--- config.mk ---
export PLATFORM = sky130hd
export DESIGN_NAME = n_queens_backtrack_solver_core_flat
export DESIGN_NICKNAME = d
export VERILOG_FILES = /design/src/hdl/nqb_pkg.sv /design/src/hdl/nqb_start_if.sv /design/src/hdl/nqb_result_if.sv /design/src/hdl/nqb_cfg_if.sv /design/src/hdl/nqb_ram.sv /design/src/hdl/n_queens_backtrack_solver_core.sv /design/src/flat_wrapper.sv
export SDC_FILE = /design/constraint.sdc
export NUM_CORES = 1
export LEC_CHECK = 0
export BUFFER_PORTS_ARGS = -buffer_cell sky130_fd_sc_hd__buf_4
export CORE_MARGIN = 5
export CORE_UTILIZATION = 55
export CTS_BUF_LIST = sky130_fd_sc_hd__clkbuf_16
export CTS_CLUSTER_DIAMETER = 60
export CTS_CLUSTER_SIZE = 14
export DETAILED_ROUTE_END_ITERATION = 8
export GPL_TIMING_DRIVEN = 0
export PLACE_DENSITY = 0.73
export SLEW_MARGIN = 0
export SYNTH_ARGS = -nofsm -noshare
export SYNTH_HDL_FRONTEND = slang
export SYNTH_SLANG_ARGS = --single-unit
--- constraint.sdc ---
create_clock -name clk -period 3.8 [get_ports clk]
set_input_delay 0.76 -clock clk [delete_from_list [all_inputs] [get_ports clk]]
set_output_delay 0.76 -clock clk [all_outputs]
set_load 0.01 [all_outputs]
--- src/hdl/nqb_pkg.sv ---
// ----------------------------------------------------------------------------
// nqb_pkg
// Shared sizes, microcode word layout, opcodes and the sequencer program of
// the N-queens backtracking solver.
// ----------------------------------------------------------------------------
package nqb_pkg;

	// board limits
	localparam int MAX_N      = 16;
	localparam int IDX_W      = 4;              // column / row index width
	localparam int CNT_W      = 5;              // counter width, holds MAX_N
	localparam int DIAG_N     = 2 * MAX_N - 1;
	localparam int DIAG_BIAS  = MAX_N - 1;
	localparam int SIZE_W     = 5;
	localparam logic [SIZE_W-1:0] SIZE_RESET = SIZE_W'(8);

	// microcode step counter
	localparam int UPC_W = 5;

	// datapath operations
	localparam logic [3:0] OP_NOP       = 4'd0;
	localparam logic [3:0] OP_ACCEPT    = 4'd1;
	localparam logic [3:0] OP_NEXT_ROW  = 4'd2;
	localparam logic [3:0] OP_PLACE     = 4'd3;
	localparam logic [3:0] OP_BT_READ   = 4'd4;
	localparam logic [3:0] OP_BT_LOAD   = 4'd5;
	localparam logic [3:0] OP_BT_UNMARK = 4'd6;
	localparam logic [3:0] OP_OUT_INIT  = 4'd7;
	localparam logic [3:0] OP_OUT_READ  = 4'd8;
	localparam logic [3:0] OP_EMIT      = 4'd9;
	localparam logic [3:0] OP_EMIT_FAIL = 4'd10;

	// jump conditions
	localparam logic [2:0] C_ALWAYS   = 3'd0;
	localparam logic [2:0] C_START    = 3'd1;
	localparam logic [2:0] C_COL_DONE = 3'd2;
	localparam logic [2:0] C_ROW_DONE = 3'd3;
	localparam logic [2:0] C_COL_ZERO = 3'd4;
	localparam logic [2:0] C_FREE     = 3'd5;
	localparam logic [2:0] C_OUT_FREE = 3'd6;
	localparam logic [2:0] C_LAST     = 3'd7;

	// program entry points
	localparam logic [UPC_W-1:0] S_IDLE  = UPC_W'(0);
	localparam logic [UPC_W-1:0] S_LOOP  = UPC_W'(1);
	localparam logic [UPC_W-1:0] S_PLACE = UPC_W'(5);
	localparam logic [UPC_W-1:0] S_BACK  = UPC_W'(6);
	localparam logic [UPC_W-1:0] S_SUCC  = UPC_W'(10);
	localparam logic [UPC_W-1:0] S_OUT   = UPC_W'(11);
	localparam logic [UPC_W-1:0] S_WAIT  = UPC_W'(12);
	localparam logic [UPC_W-1:0] S_FAIL  = UPC_W'(15);

	// one control word: operation, jump condition (optionally inverted), target
	typedef struct packed {
		logic [3:0]       op;
		logic [2:0]       cond;
		logic             inv;
		logic [UPC_W-1:0] target;
	} uword_t;

	function automatic uword_t uw(input logic [3:0] op, input logic [2:0] cond,
			input logic inv, input logic [UPC_W-1:0] target);
		uword_t w;
		w.op     = op;
		w.cond   = cond;
		w.inv    = inv;
		w.target = target;
		return w;
	endfunction

	// sequencer program; a fall-through step jumps on "never" (always, inverted)
	function automatic uword_t ucode_rom(input logic [UPC_W-1:0] upc);
		uword_t w;
		unique case (upc)
			5'd0:    w = uw(OP_ACCEPT,    C_START,    1'b1, S_IDLE);
			5'd1:    w = uw(OP_NOP,       C_COL_DONE, 1'b0, S_SUCC);
			5'd2:    w = uw(OP_NOP,       C_ROW_DONE, 1'b0, S_BACK);
			5'd3:    w = uw(OP_NOP,       C_FREE,     1'b0, S_PLACE);
			5'd4:    w = uw(OP_NEXT_ROW,  C_ALWAYS,   1'b0, S_LOOP);
			5'd5:    w = uw(OP_PLACE,     C_ALWAYS,   1'b0, S_LOOP);
			5'd6:    w = uw(OP_NOP,       C_COL_ZERO, 1'b0, S_FAIL);
			5'd7:    w = uw(OP_BT_READ,   C_ALWAYS,   1'b1, S_IDLE);
			5'd8:    w = uw(OP_BT_LOAD,   C_ALWAYS,   1'b1, S_IDLE);
			5'd9:    w = uw(OP_BT_UNMARK, C_ALWAYS,   1'b0, S_LOOP);
			5'd10:   w = uw(OP_OUT_INIT,  C_ALWAYS,   1'b1, S_IDLE);
			5'd11:   w = uw(OP_OUT_READ,  C_ALWAYS,   1'b1, S_IDLE);
			5'd12:   w = uw(OP_NOP,       C_OUT_FREE, 1'b1, S_WAIT);
			5'd13:   w = uw(OP_EMIT,      C_LAST,     1'b0, S_IDLE);
			5'd14:   w = uw(OP_NOP,       C_ALWAYS,   1'b0, S_OUT);
			5'd15:   w = uw(OP_NOP,       C_OUT_FREE, 1'b1, S_FAIL);
			5'd16:   w = uw(OP_EMIT_FAIL, C_ALWAYS,   1'b0, S_IDLE);
			default: w = uw(OP_NOP,       C_ALWAYS,   1'b0, S_IDLE);
		endcase
		return w;
	endfunction

endpackage

--- src/hdl/nqb_start_if.sv ---
// ----------------------------------------------------------------------------
// nqb_start_if
// Start request channel: one beat with start_req set asks for one search.
// ----------------------------------------------------------------------------
interface nqb_start_if;
	logic valid;
	logic ready;
	logic start_req;

	modport source (output valid, output start_req, input ready);
	modport sink (input valid, input start_req, output ready);
endinterface

--- src/hdl/nqb_result_if.sv ---
// ----------------------------------------------------------------------------
// nqb_result_if
// Result channel: one beat per board column, or one failure beat.
// ----------------------------------------------------------------------------
interface nqb_result_if;
	logic       valid;
	logic       ready;
	logic [3:0] column;
	logic [3:0] queen_row;
	logic       found;
	logic       last;

	modport source (output valid, output column, output queen_row, output found,
		output last, input ready);
	modport sink (input valid, input column, input queen_row, input found,
		input last, output ready);
endinterface

--- src/hdl/nqb_cfg_if.sv ---
// ----------------------------------------------------------------------------
// nqb_cfg_if
// Configuration write channel carrying the board size register.
// ----------------------------------------------------------------------------
interface nqb_cfg_if;
	logic       valid;
	logic       ready;
	logic [4:0] board_size;

	modport source (output valid, output board_size, input ready);
	modport sink (input valid, input board_size, output ready);
endinterface

--- src/hdl/nqb_ram.sv ---
// ----------------------------------------------------------------------------
// nqb_ram
// Generic single-write, single-read RAM with registered read data.
// ----------------------------------------------------------------------------
module nqb_ram #(
	parameter int WIDTH = 4,
	parameter int DEPTH = 16
) (
	input  logic                     clk,
	input  logic                     we,
	input  logic [$clog2(DEPTH)-1:0] waddr,
	input  logic [WIDTH-1:0]         wdata,
	input  logic                     re,
	input  logic [$clog2(DEPTH)-1:0] raddr,
	output logic [WIDTH-1:0]         rdata
);

	logic [WIDTH-1:0] mem_q [DEPTH];
	logic [WIDTH-1:0] rdata_q;

	// write port
	always_ff @(posedge clk) begin
		if (we) begin
			mem_q[waddr] <= wdata;
		end
	end

	// registered read, hold when not enabled
	always_ff @(posedge clk) begin
		if (re) begin
			rdata_q <= mem_q[raddr];
		end
	end

	assign rdata = rdata_q;

endmodule

--- src/hdl/n_queens_backtrack_solver_core.sv ---
// ----------------------------------------------------------------------------
// n_queens_backtrack_solver_core
// Depth-first N-queens search run by a microcoded sequencer.
// ----------------------------------------------------------------------------
// A start beat with start_req=1 runs one search on an N by N board, N being
// the board_size register clamped to 1..16 (reset 8); a beat with start_req=0
// is taken and ignored. The first placement in column-major, ascending-row
// order is reported as N result beats, column 0 first, last marked; an
// unsolvable board gives one beat with found=0. A sequencer steps one control
// word per clock: a trial tests column, row and square, then places the queen
// or moves to the next row; a backtrack steps back a column, reads its row
// from the placed-row store's registered read port, then unmarks it and tries
// the next row. Each result beat waits for the output register to be free.
// ----------------------------------------------------------------------------
module n_queens_backtrack_solver_core
	import nqb_pkg::*;
(
	input  logic         clk,
	input  logic         arst_n,
	nqb_cfg_if.sink      cfg,
	nqb_start_if.sink    start,
	nqb_result_if.source result
);

	// sequencer
	logic [UPC_W-1:0] upc_q;
	uword_t           uw_cur;
	logic             cond_hit;
	logic             take_jump;

	// search datapath
	logic [SIZE_W-1:0] board_size_q;
	logic [CNT_W-1:0]  n_q;
	logic [CNT_W-1:0]  n_sat;
	logic [CNT_W-1:0]  col_q;
	logic [CNT_W-1:0]  trow_q;
	logic [MAX_N-1:0]  rows_q;
	logic [DIAG_N-1:0] ddown_q;
	logic [DIAG_N-1:0] dup_q;
	logic [CNT_W-1:0]  ddown_idx;
	logic [CNT_W-1:0]  dup_idx;
	logic [MAX_N-1:0]  row_bit;
	logic [DIAG_N-1:0] ddown_bit;
	logic [DIAG_N-1:0] dup_bit;
	logic              sq_free;

	// placed-row store
	logic             ram_we;
	logic             ram_re;
	logic [IDX_W-1:0] ram_raddr;
	logic [IDX_W-1:0] ram_rdata;

	// output register
	logic             out_valid_q;
	logic [IDX_W-1:0] out_column_q;
	logic [IDX_W-1:0] out_row_q;
	logic             out_found_q;
	logic             out_last_q;
	logic             out_free;

	// fetch control word
	assign uw_cur = ucode_rom(upc_q);

	// take configuration beats at any time
	assign cfg.ready = 1'b1;

	always_ff @(posedge clk or negedge arst_n) begin
		if (!arst_n) begin
			board_size_q <= SIZE_RESET;
		end else if (cfg.valid) begin
			board_size_q <= cfg.board_size;
		end
	end

	// clamp board size to 1..MAX_N
	always_comb begin
		if (board_size_q == '0) begin
			n_sat = CNT_W'(1);
		end else if (board_size_q > SIZE_W'(MAX_N)) begin
			n_sat = CNT_W'(MAX_N);
		end else begin
			n_sat = board_size_q;
		end
	end

	// square masks for the trial square
	assign ddown_idx = {1'b0, trow_q[IDX_W-1:0]} + CNT_W'(DIAG_BIAS)
		- {1'b0, col_q[IDX_W-1:0]};
	assign dup_idx   = {1'b0, trow_q[IDX_W-1:0]} + {1'b0, col_q[IDX_W-1:0]};
	assign row_bit   = MAX_N'(1) << trow_q[IDX_W-1:0];
	assign ddown_bit = DIAG_N'(1) << ddown_idx;
	assign dup_bit   = DIAG_N'(1) << dup_idx;
	assign sq_free   = ((rows_q & row_bit) == '0) && ((ddown_q & ddown_bit) == '0)
		&& ((dup_q & dup_bit) == '0);

	assign out_free = !out_valid_q || result.ready;

	// evaluate jump condition
	always_comb begin
		unique case (uw_cur.cond)
			C_ALWAYS:   cond_hit = 1'b1;
			C_START:    cond_hit = start.valid && start.start_req;
			C_COL_DONE: cond_hit = col_q >= n_q;
			C_ROW_DONE: cond_hit = trow_q >= n_q;
			C_COL_ZERO: cond_hit = col_q == '0;
			C_FREE:     cond_hit = sq_free;
			C_OUT_FREE: cond_hit = out_free;
			C_LAST:     cond_hit = (col_q + CNT_W'(1)) == n_q;
			default:    cond_hit = 1'b0;
		endcase
	end

	assign take_jump = cond_hit ^ uw_cur.inv;

	// advance step counter
	always_ff @(posedge clk or negedge arst_n) begin
		if (!arst_n) begin
			upc_q <= S_IDLE;
		end else if (take_jump) begin
			upc_q <= uw_cur.target;
		end else begin
			upc_q <= upc_q + UPC_W'(1);
		end
	end

	assign start.ready = uw_cur.op == OP_ACCEPT;

	// search datapath
	always_ff @(posedge clk or negedge arst_n) begin
		if (!arst_n) begin
			n_q     <= CNT_W'(1);
			col_q   <= '0;
			trow_q  <= '0;
			rows_q  <= '0;
			ddown_q <= '0;
			dup_q   <= '0;
		end else begin
			unique case (uw_cur.op)
				OP_ACCEPT: begin
					if (start.valid && start.start_req) begin
						n_q     <= n_sat;
						col_q   <= '0;
						trow_q  <= '0;
						rows_q  <= '0;
						ddown_q <= '0;
						dup_q   <= '0;
					end
				end
				OP_NEXT_ROW: begin
					trow_q <= trow_q + CNT_W'(1);
				end
				OP_PLACE: begin
					rows_q  <= rows_q ^ row_bit;
					ddown_q <= ddown_q ^ ddown_bit;
					dup_q   <= dup_q ^ dup_bit;
					col_q   <= col_q + CNT_W'(1);
					trow_q  <= '0;
				end
				OP_BT_READ: begin
					col_q <= col_q - CNT_W'(1);
				end
				OP_BT_LOAD: begin
					trow_q <= {1'b0, ram_rdata};
				end
				OP_BT_UNMARK: begin
					rows_q  <= rows_q ^ row_bit;
					ddown_q <= ddown_q ^ ddown_bit;
					dup_q   <= dup_q ^ dup_bit;
					trow_q  <= trow_q + CNT_W'(1);
				end
				OP_OUT_INIT: begin
					col_q <= '0;
				end
				OP_EMIT: begin
					col_q <= col_q + CNT_W'(1);
				end
				default: begin
				end
			endcase
		end
	end

	// placed-row store ports
	assign ram_we    = uw_cur.op == OP_PLACE;
	assign ram_re    = (uw_cur.op == OP_BT_READ) || (uw_cur.op == OP_OUT_READ);
	assign ram_raddr = (uw_cur.op == OP_BT_READ) ? IDX_W'(col_q - CNT_W'(1))
		: col_q[IDX_W-1:0];

	nqb_ram #(
		.WIDTH (IDX_W),
		.DEPTH (MAX_N)
	) u_placed_rows (
		.clk   (clk),
		.we    (ram_we),
		.waddr (col_q[IDX_W-1:0]),
		.wdata (trow_q[IDX_W-1:0]),
		.re    (ram_re),
		.raddr (ram_raddr),
		.rdata (ram_rdata)
	);

	// output register: set on emit, drop when the beat is taken
	always_ff @(posedge clk or negedge arst_n) begin
		if (!arst_n) begin
			out_valid_q <= 1'b0;
		end else if ((uw_cur.op == OP_EMIT) || (uw_cur.op == OP_EMIT_FAIL)) begin
			out_valid_q <= 1'b1;
		end else if (result.ready) begin
			out_valid_q <= 1'b0;
		end
	end

	always_ff @(posedge clk) begin
		if (uw_cur.op == OP_EMIT) begin
			out_column_q <= col_q[IDX_W-1:0];
			out_row_q    <= ram_rdata;
			out_found_q  <= 1'b1;
			out_last_q   <= (col_q + CNT_W'(1)) == n_q;
		end else if (uw_cur.op == OP_EMIT_FAIL) begin
			out_column_q <= '0;
			out_row_q    <= '0;
			out_found_q  <= 1'b0;
			out_last_q   <= 1'b1;
		end
	end

	assign result.valid     = out_valid_q;
	assign result.column    = out_column_q;
	assign result.queen_row = out_row_q;
	assign result.found     = out_found_q;
	assign result.last      = out_last_q;

`ifndef NO_ASSERTIONS
	// an emit never overwrites a beat still waiting
	a_emit_free: assert property (@(posedge clk) disable iff (!arst_n)
		((uw_cur.op == OP_EMIT) || (uw_cur.op == OP_EMIT_FAIL)) |-> !out_valid_q)
		else $error("emit while output register is occupied");

	// column counter never runs past the board
	a_col_range: assert property (@(posedge clk) disable iff (!arst_n)
		col_q <= n_q)
		else $error("column counter beyond board size");

	// at the loop head one row is taken per placed column
	a_rows_count: assert property (@(posedge clk) disable iff (!arst_n)
		(upc_q == S_LOOP) |-> ($countones(rows_q) == 32'(col_q)))
		else $error("row mask out of step with placed columns");

	// a start beat begins the search on an empty board
	a_start_clear: assert property (@(posedge clk) disable iff (!arst_n)
		(start.valid && start.ready && start.start_req) |=>
		((upc_q == S_LOOP) && (rows_q == '0) && (col_q == '0)))
		else $error("search did not start from a clear board");
`endif

endmodule
--- src/flat_wrapper.sv ---
// flat-port wrapper written by rule: the top's interface ports become plain ports
module n_queens_backtrack_solver_core_flat import nqb_pkg::*;
  (clk, arst_n, cfg_valid, cfg_board_size, cfg_ready, start_valid, start_start_req, start_ready, result_valid, result_column, result_queen_row, result_found, result_last, result_ready);
  nqb_cfg_if cfg_i ();
  nqb_start_if start_i ();
  nqb_result_if result_i ();
  input  logic clk;
  input  logic arst_n;
  input wire logic [$bits(cfg_i.valid)-1:0] cfg_valid;
  input wire logic [$bits(cfg_i.board_size)-1:0] cfg_board_size;
  output wire logic [$bits(cfg_i.ready)-1:0] cfg_ready;
  input wire logic [$bits(start_i.valid)-1:0] start_valid;
  input wire logic [$bits(start_i.start_req)-1:0] start_start_req;
  output wire logic [$bits(start_i.ready)-1:0] start_ready;
  output wire logic [$bits(result_i.valid)-1:0] result_valid;
  output wire logic [$bits(result_i.column)-1:0] result_column;
  output wire logic [$bits(result_i.queen_row)-1:0] result_queen_row;
  output wire logic [$bits(result_i.found)-1:0] result_found;
  output wire logic [$bits(result_i.last)-1:0] result_last;
  input wire logic [$bits(result_i.ready)-1:0] result_ready;
  assign cfg_i.valid = cfg_valid;
  assign cfg_i.board_size = cfg_board_size;
  assign cfg_ready = cfg_i.ready;
  assign start_i.valid = start_valid;
  assign start_i.start_req = start_start_req;
  assign start_ready = start_i.ready;
  assign result_valid = result_i.valid;
  assign result_column = result_i.column;
  assign result_queen_row = result_i.queen_row;
  assign result_found = result_i.found;
  assign result_last = result_i.last;
  assign result_i.ready = result_ready;
  n_queens_backtrack_solver_core u_core (.clk(clk), .arst_n(arst_n), .cfg(cfg_i), .start(start_i), .result(result_i));
endmodule
==> metrics.md <==
| Metric | Value |
|---|---|
| HPWL after DPL | approximately 17 mm |
| First-pass GRT wire length | 41.39 mm |
| Dpl cell area | 0.01093 mm2 |
| Ports | 24 |
| H-tree Lvls | 4 |
| CTS tree | done |
| Gpl congestion | 0.8749 |
| Worst EP required | 4.13 ns |
| Main synth FF type | dfrtp_1 |
| CP bufs+invs | 5 |
| Number of distinct library cells after synthesis | 88 |
| Initial core utilization | 55.98% |
| Reg clk slew, reported paths | approximately 0.08 ns |
| Area contributors post-synth | dfrtp_1 (24%), edfxtp_1 (22%), ha_1 (14%) |
| Clock Latency Late Sink | 0.44 ns |
| Post-Syn Nets | ~1000 |
| Die width | 148.0 um |
| Met2 WL | 12.44 mm |
| EDFF count, synth | 77 |
| Worst R2R Path Depth | 17 |
| Leakage | 5.752 nW |
| NumNets Final | roughly 1100 |
| Layout Skew | 0.01474 ns |
| Sequential fraction of the synthesis area | 47.15% |
| Worst setup path class | flip-flop to flip-flop |
| DR WL/cell | ~21 um |
| PortBufs | 22 |
| Hold_buf cts | 0 |
| Routed WL | 26.15 mm |
| Vias post-DR | 7832 |
| Most common cell after layout, fill and taps aside | nor2_1 |
| Die height | 148.0 um |
| Fin Setup TNS | -0.3804 ns |
| Clk sink count | 182 |
| Cts bufs inserted | 17 |
| Starting DRT DRC Count | 747 |
| Period minus WS final | 3.919 ns |
| Fin crit share | 103.1% |
| Remaining Overflow, GRT | 0 |
| Slew margin rel. | between 40% and 50% |
| CORE AREA | 0.01871 mm2 |
| CTS root buf | clkbuf_16 |
| Worst slew pin tran | approximately 0.78 ns |
| Post-Synthesis Cells | 908 |
| DIE AREA | 0.02190 mm2 |
| Rows | 50 |
| Detail Route Antenna Nets | 0 |
| Type of the worst min-delay path | input port to async pin |
| CP peak stage delay | 0.59 ns |
| CP Data Arrival Time | around 4.3 ns |
| Vias in the first global route | 7756 |
| Crit-path cells | buf_6 -> ha_4 -> inv_2 -> fa_2 -> or2_4 -> buf_12 -> nor2_1 -> ha_1 -> nor4_2 -> nand4_1 -> nor4_4 -> nand4_1 -> buf_4 -> buf_4 -> a21boi_1 -> a221oi_4 -> mux2_4 |
| Syn. warnings | 0 |
| Final setup viols | 4 |
| M1 WL | 11.56 mm |
| Top Layer Used | met4 |
| Synth area leader | dfrtp_1 |
| Share of flip-flops with an asynchronous set or reset | 57.14% |
| Cell Area, Synth | 0.01047 mm2 |
| Hold Vio Cnt, Final | 0 |
| GRT Total Usage | between 20% and 30% |
| Maximum vdd drop | 0.4545 mV |
| Filler cells | 1297 |
| Failing checks | negative setup slack |
| Hold Slack | 0.09435 ns |
| Slack of the critical path | -0.1187 ns |
| CP max-delay cell | fa_2 |
| Top-area cell type share of the netlist area | 24.38% |
| CP Depth | 17 |
| Diodes inserted | 0 |
| Startpoint types | flip-flop |
| Avg Inst Size Synth | ~12 um2 |
| Achievable clock frequency | 255.2 MHz |
| Initial antenna violation count | 0 |
| Layout area overhead | 20.12% |
| DR WL met3 | roughly 1.6 mm |
| Layout cell share with drive strength beyond 1 | 27.58% |
| Drc violations | 0 |
| Maximum root-to-sink buffer count | 2 |
| Crit. End Element | flip-flop |
| Most frequent cells in the layout | nor2_1 (105), ha_1 (100), dfrtp_1 (93), a22o_1 (79), edfxtp_1 (77) |
| Maximum fanout along the worst path | 6 |
| CP delay by family, top | simple AND/OR/NAND/NOR gates |
| Pre-antenna DRT Iters | 5 |
| Design area | 0.01258 mm2 |
| Via/cell ratio | 6.306 |
| Max-capacitance violation count | 0 |
| Status | complete, but fails checks |
| Largest net degree at the start of global routing | around 110 |
| Power Density | 939.1 mW/mm2 |
| Yosys reg bits | approximately 180 |
| Finished Core Util | 67.24% |
| Unrepaired setup endpoints after global routing | yes |
| Slew Viols, Final | 0 |
==> final timing paths <==
check                                                      start  slack, ns                          endpoint
worst min-delay path                                      arst_n       0.09         u_core.upc_q[4]$_DFF_PN0_
min in group clk                u_core.result.found$_SDFFE_PP1P_       0.47  u_core.result.found$_SDFFE_PP1P_
worst max-delay path                u_core.trow_q[0]$_DFFE_PN0P_      -0.12         u_core.upc_q[2]$_DFF_PN0_
worst max register to register      u_core.trow_q[0]$_DFFE_PN0P_      -0.12         u_core.upc_q[2]$_DFF_PN0_
max in group asynchronous                                 arst_n       2.93      u_core.trow_q[0]$_DFFE_PN0P_
worst min register to register  u_core.result.found$_SDFFE_PP1P_       0.47  u_core.result.found$_SDFFE_PP1P_
==> synth_stat cells (3+ instances only) <==
cell type	instances
o311ai_0	3
o211ai_1	4
nand3b_1	3
a221oi_1	4
inv_1	26
nor2b_1	8
a21o_1	4
buf_6	4
and3_1	9
xor2_1	7
nand4_1	6
mux2_2	8
ha_1	116
buf_4	6
a22o_1	79
nand2_1	57
and2_1	20
o22ai_1	5
clkbuf_1	17
o21ai_0	21
buf_2	14
xnor2_1	10
a221o_1	5
nor3_1	17
dfrtp_1	102
nor2_1	114
a21oi_1	18
a211oi_1	5
o21a_1	3
edfxtp_1	77
a22oi_1	6
mux2i_1	10
or2_2	4
nand3_1	12
mux4_2	11
nor4_1	21
a31oi_1	3
nand2b_1	6
==> cell type report <==
type	count	area, um2	area share [%]
Multi-Input combinational cell	656	5702	45.33
Sequential cell	182	4956	39.40
Clock buffer	17	425.4	3.382
Clock inverter	15	195.2	1.552
Tap cell	234	292.8	2.328
Inverter	27	120.1	0.9549
Timing Repair Buffer	73	611.8	4.864
Buffer	38	275.3	2.188
==> state kept, by name, indices dropped and copies added (netlist names), 5 cells and up <==
name                        cells
u_core.board_size_q             5
u_core.col_q                    5
u_core.ddown_q                 31
u_core.dup_q                   31
u_core.n_q                      5
u_core.rows_q                  16
u_core.trow_q                   5
u_core.u_placed_rows.mem_q     64
u_core.upc_q                    5
==> logic make-up after synthesis <==
| kind of cell | Yosys count | share of synthesized area, % |
|---|---|---|
| xor gates and xnor gates | 17 | 1.422 |
| adders and majority gates | 118 | 14.24 |
| muxes | 32 | 4.708 |
| DFF | 182 | 47.15 |
| AOI/OAI and AO/OA | 186 | 14.57 |
| and+or+nand+nor | 302 | 14.65 |
| other | 1 | 0.03581 |
| buffers and inverters | 70 | 3.226 |
==> stage by stage <==
stage | cells | total power, mW | setup slack [ns]
2_1_floorplan | 908 | 7.063 | 0.0001084
3_3_place_gp | 1164 | 8.477 | -1.256
3_5_place_dp | 1164 | 8.616 | -1.323
4_1_cts | 1221 | 11.23 | -0.08684
5_1_grt | 1242 | 12.50 | -0.2875
6_report | 1242 | 11.81 | -0.1187
==> per-layer routing <==
layer | GRT usage [%] | vias up
met1 | 33.21 | 3927
met3 | 5.242 | 59
met2 | 37.91 | 277
met5 | 0 | -
li1 | - | 3569
met4 | 7.714 | 0
==> report_power, final <==
part / total (mW) / internal, mW / switching, mW
clock network: 1.84 / 0.960 / 0.882
logic: 7.11 / 2.93 / 4.18
registers: 2.86 / 2.55 / 0.303
==> what timing repair did <==
item,in CTS,in global routing
resized for setup,110,39
pin swaps,34,36
endpoints found under the setup margin,9,9
buffers inserted,30,20
Power figures use the tool's default switching activity.
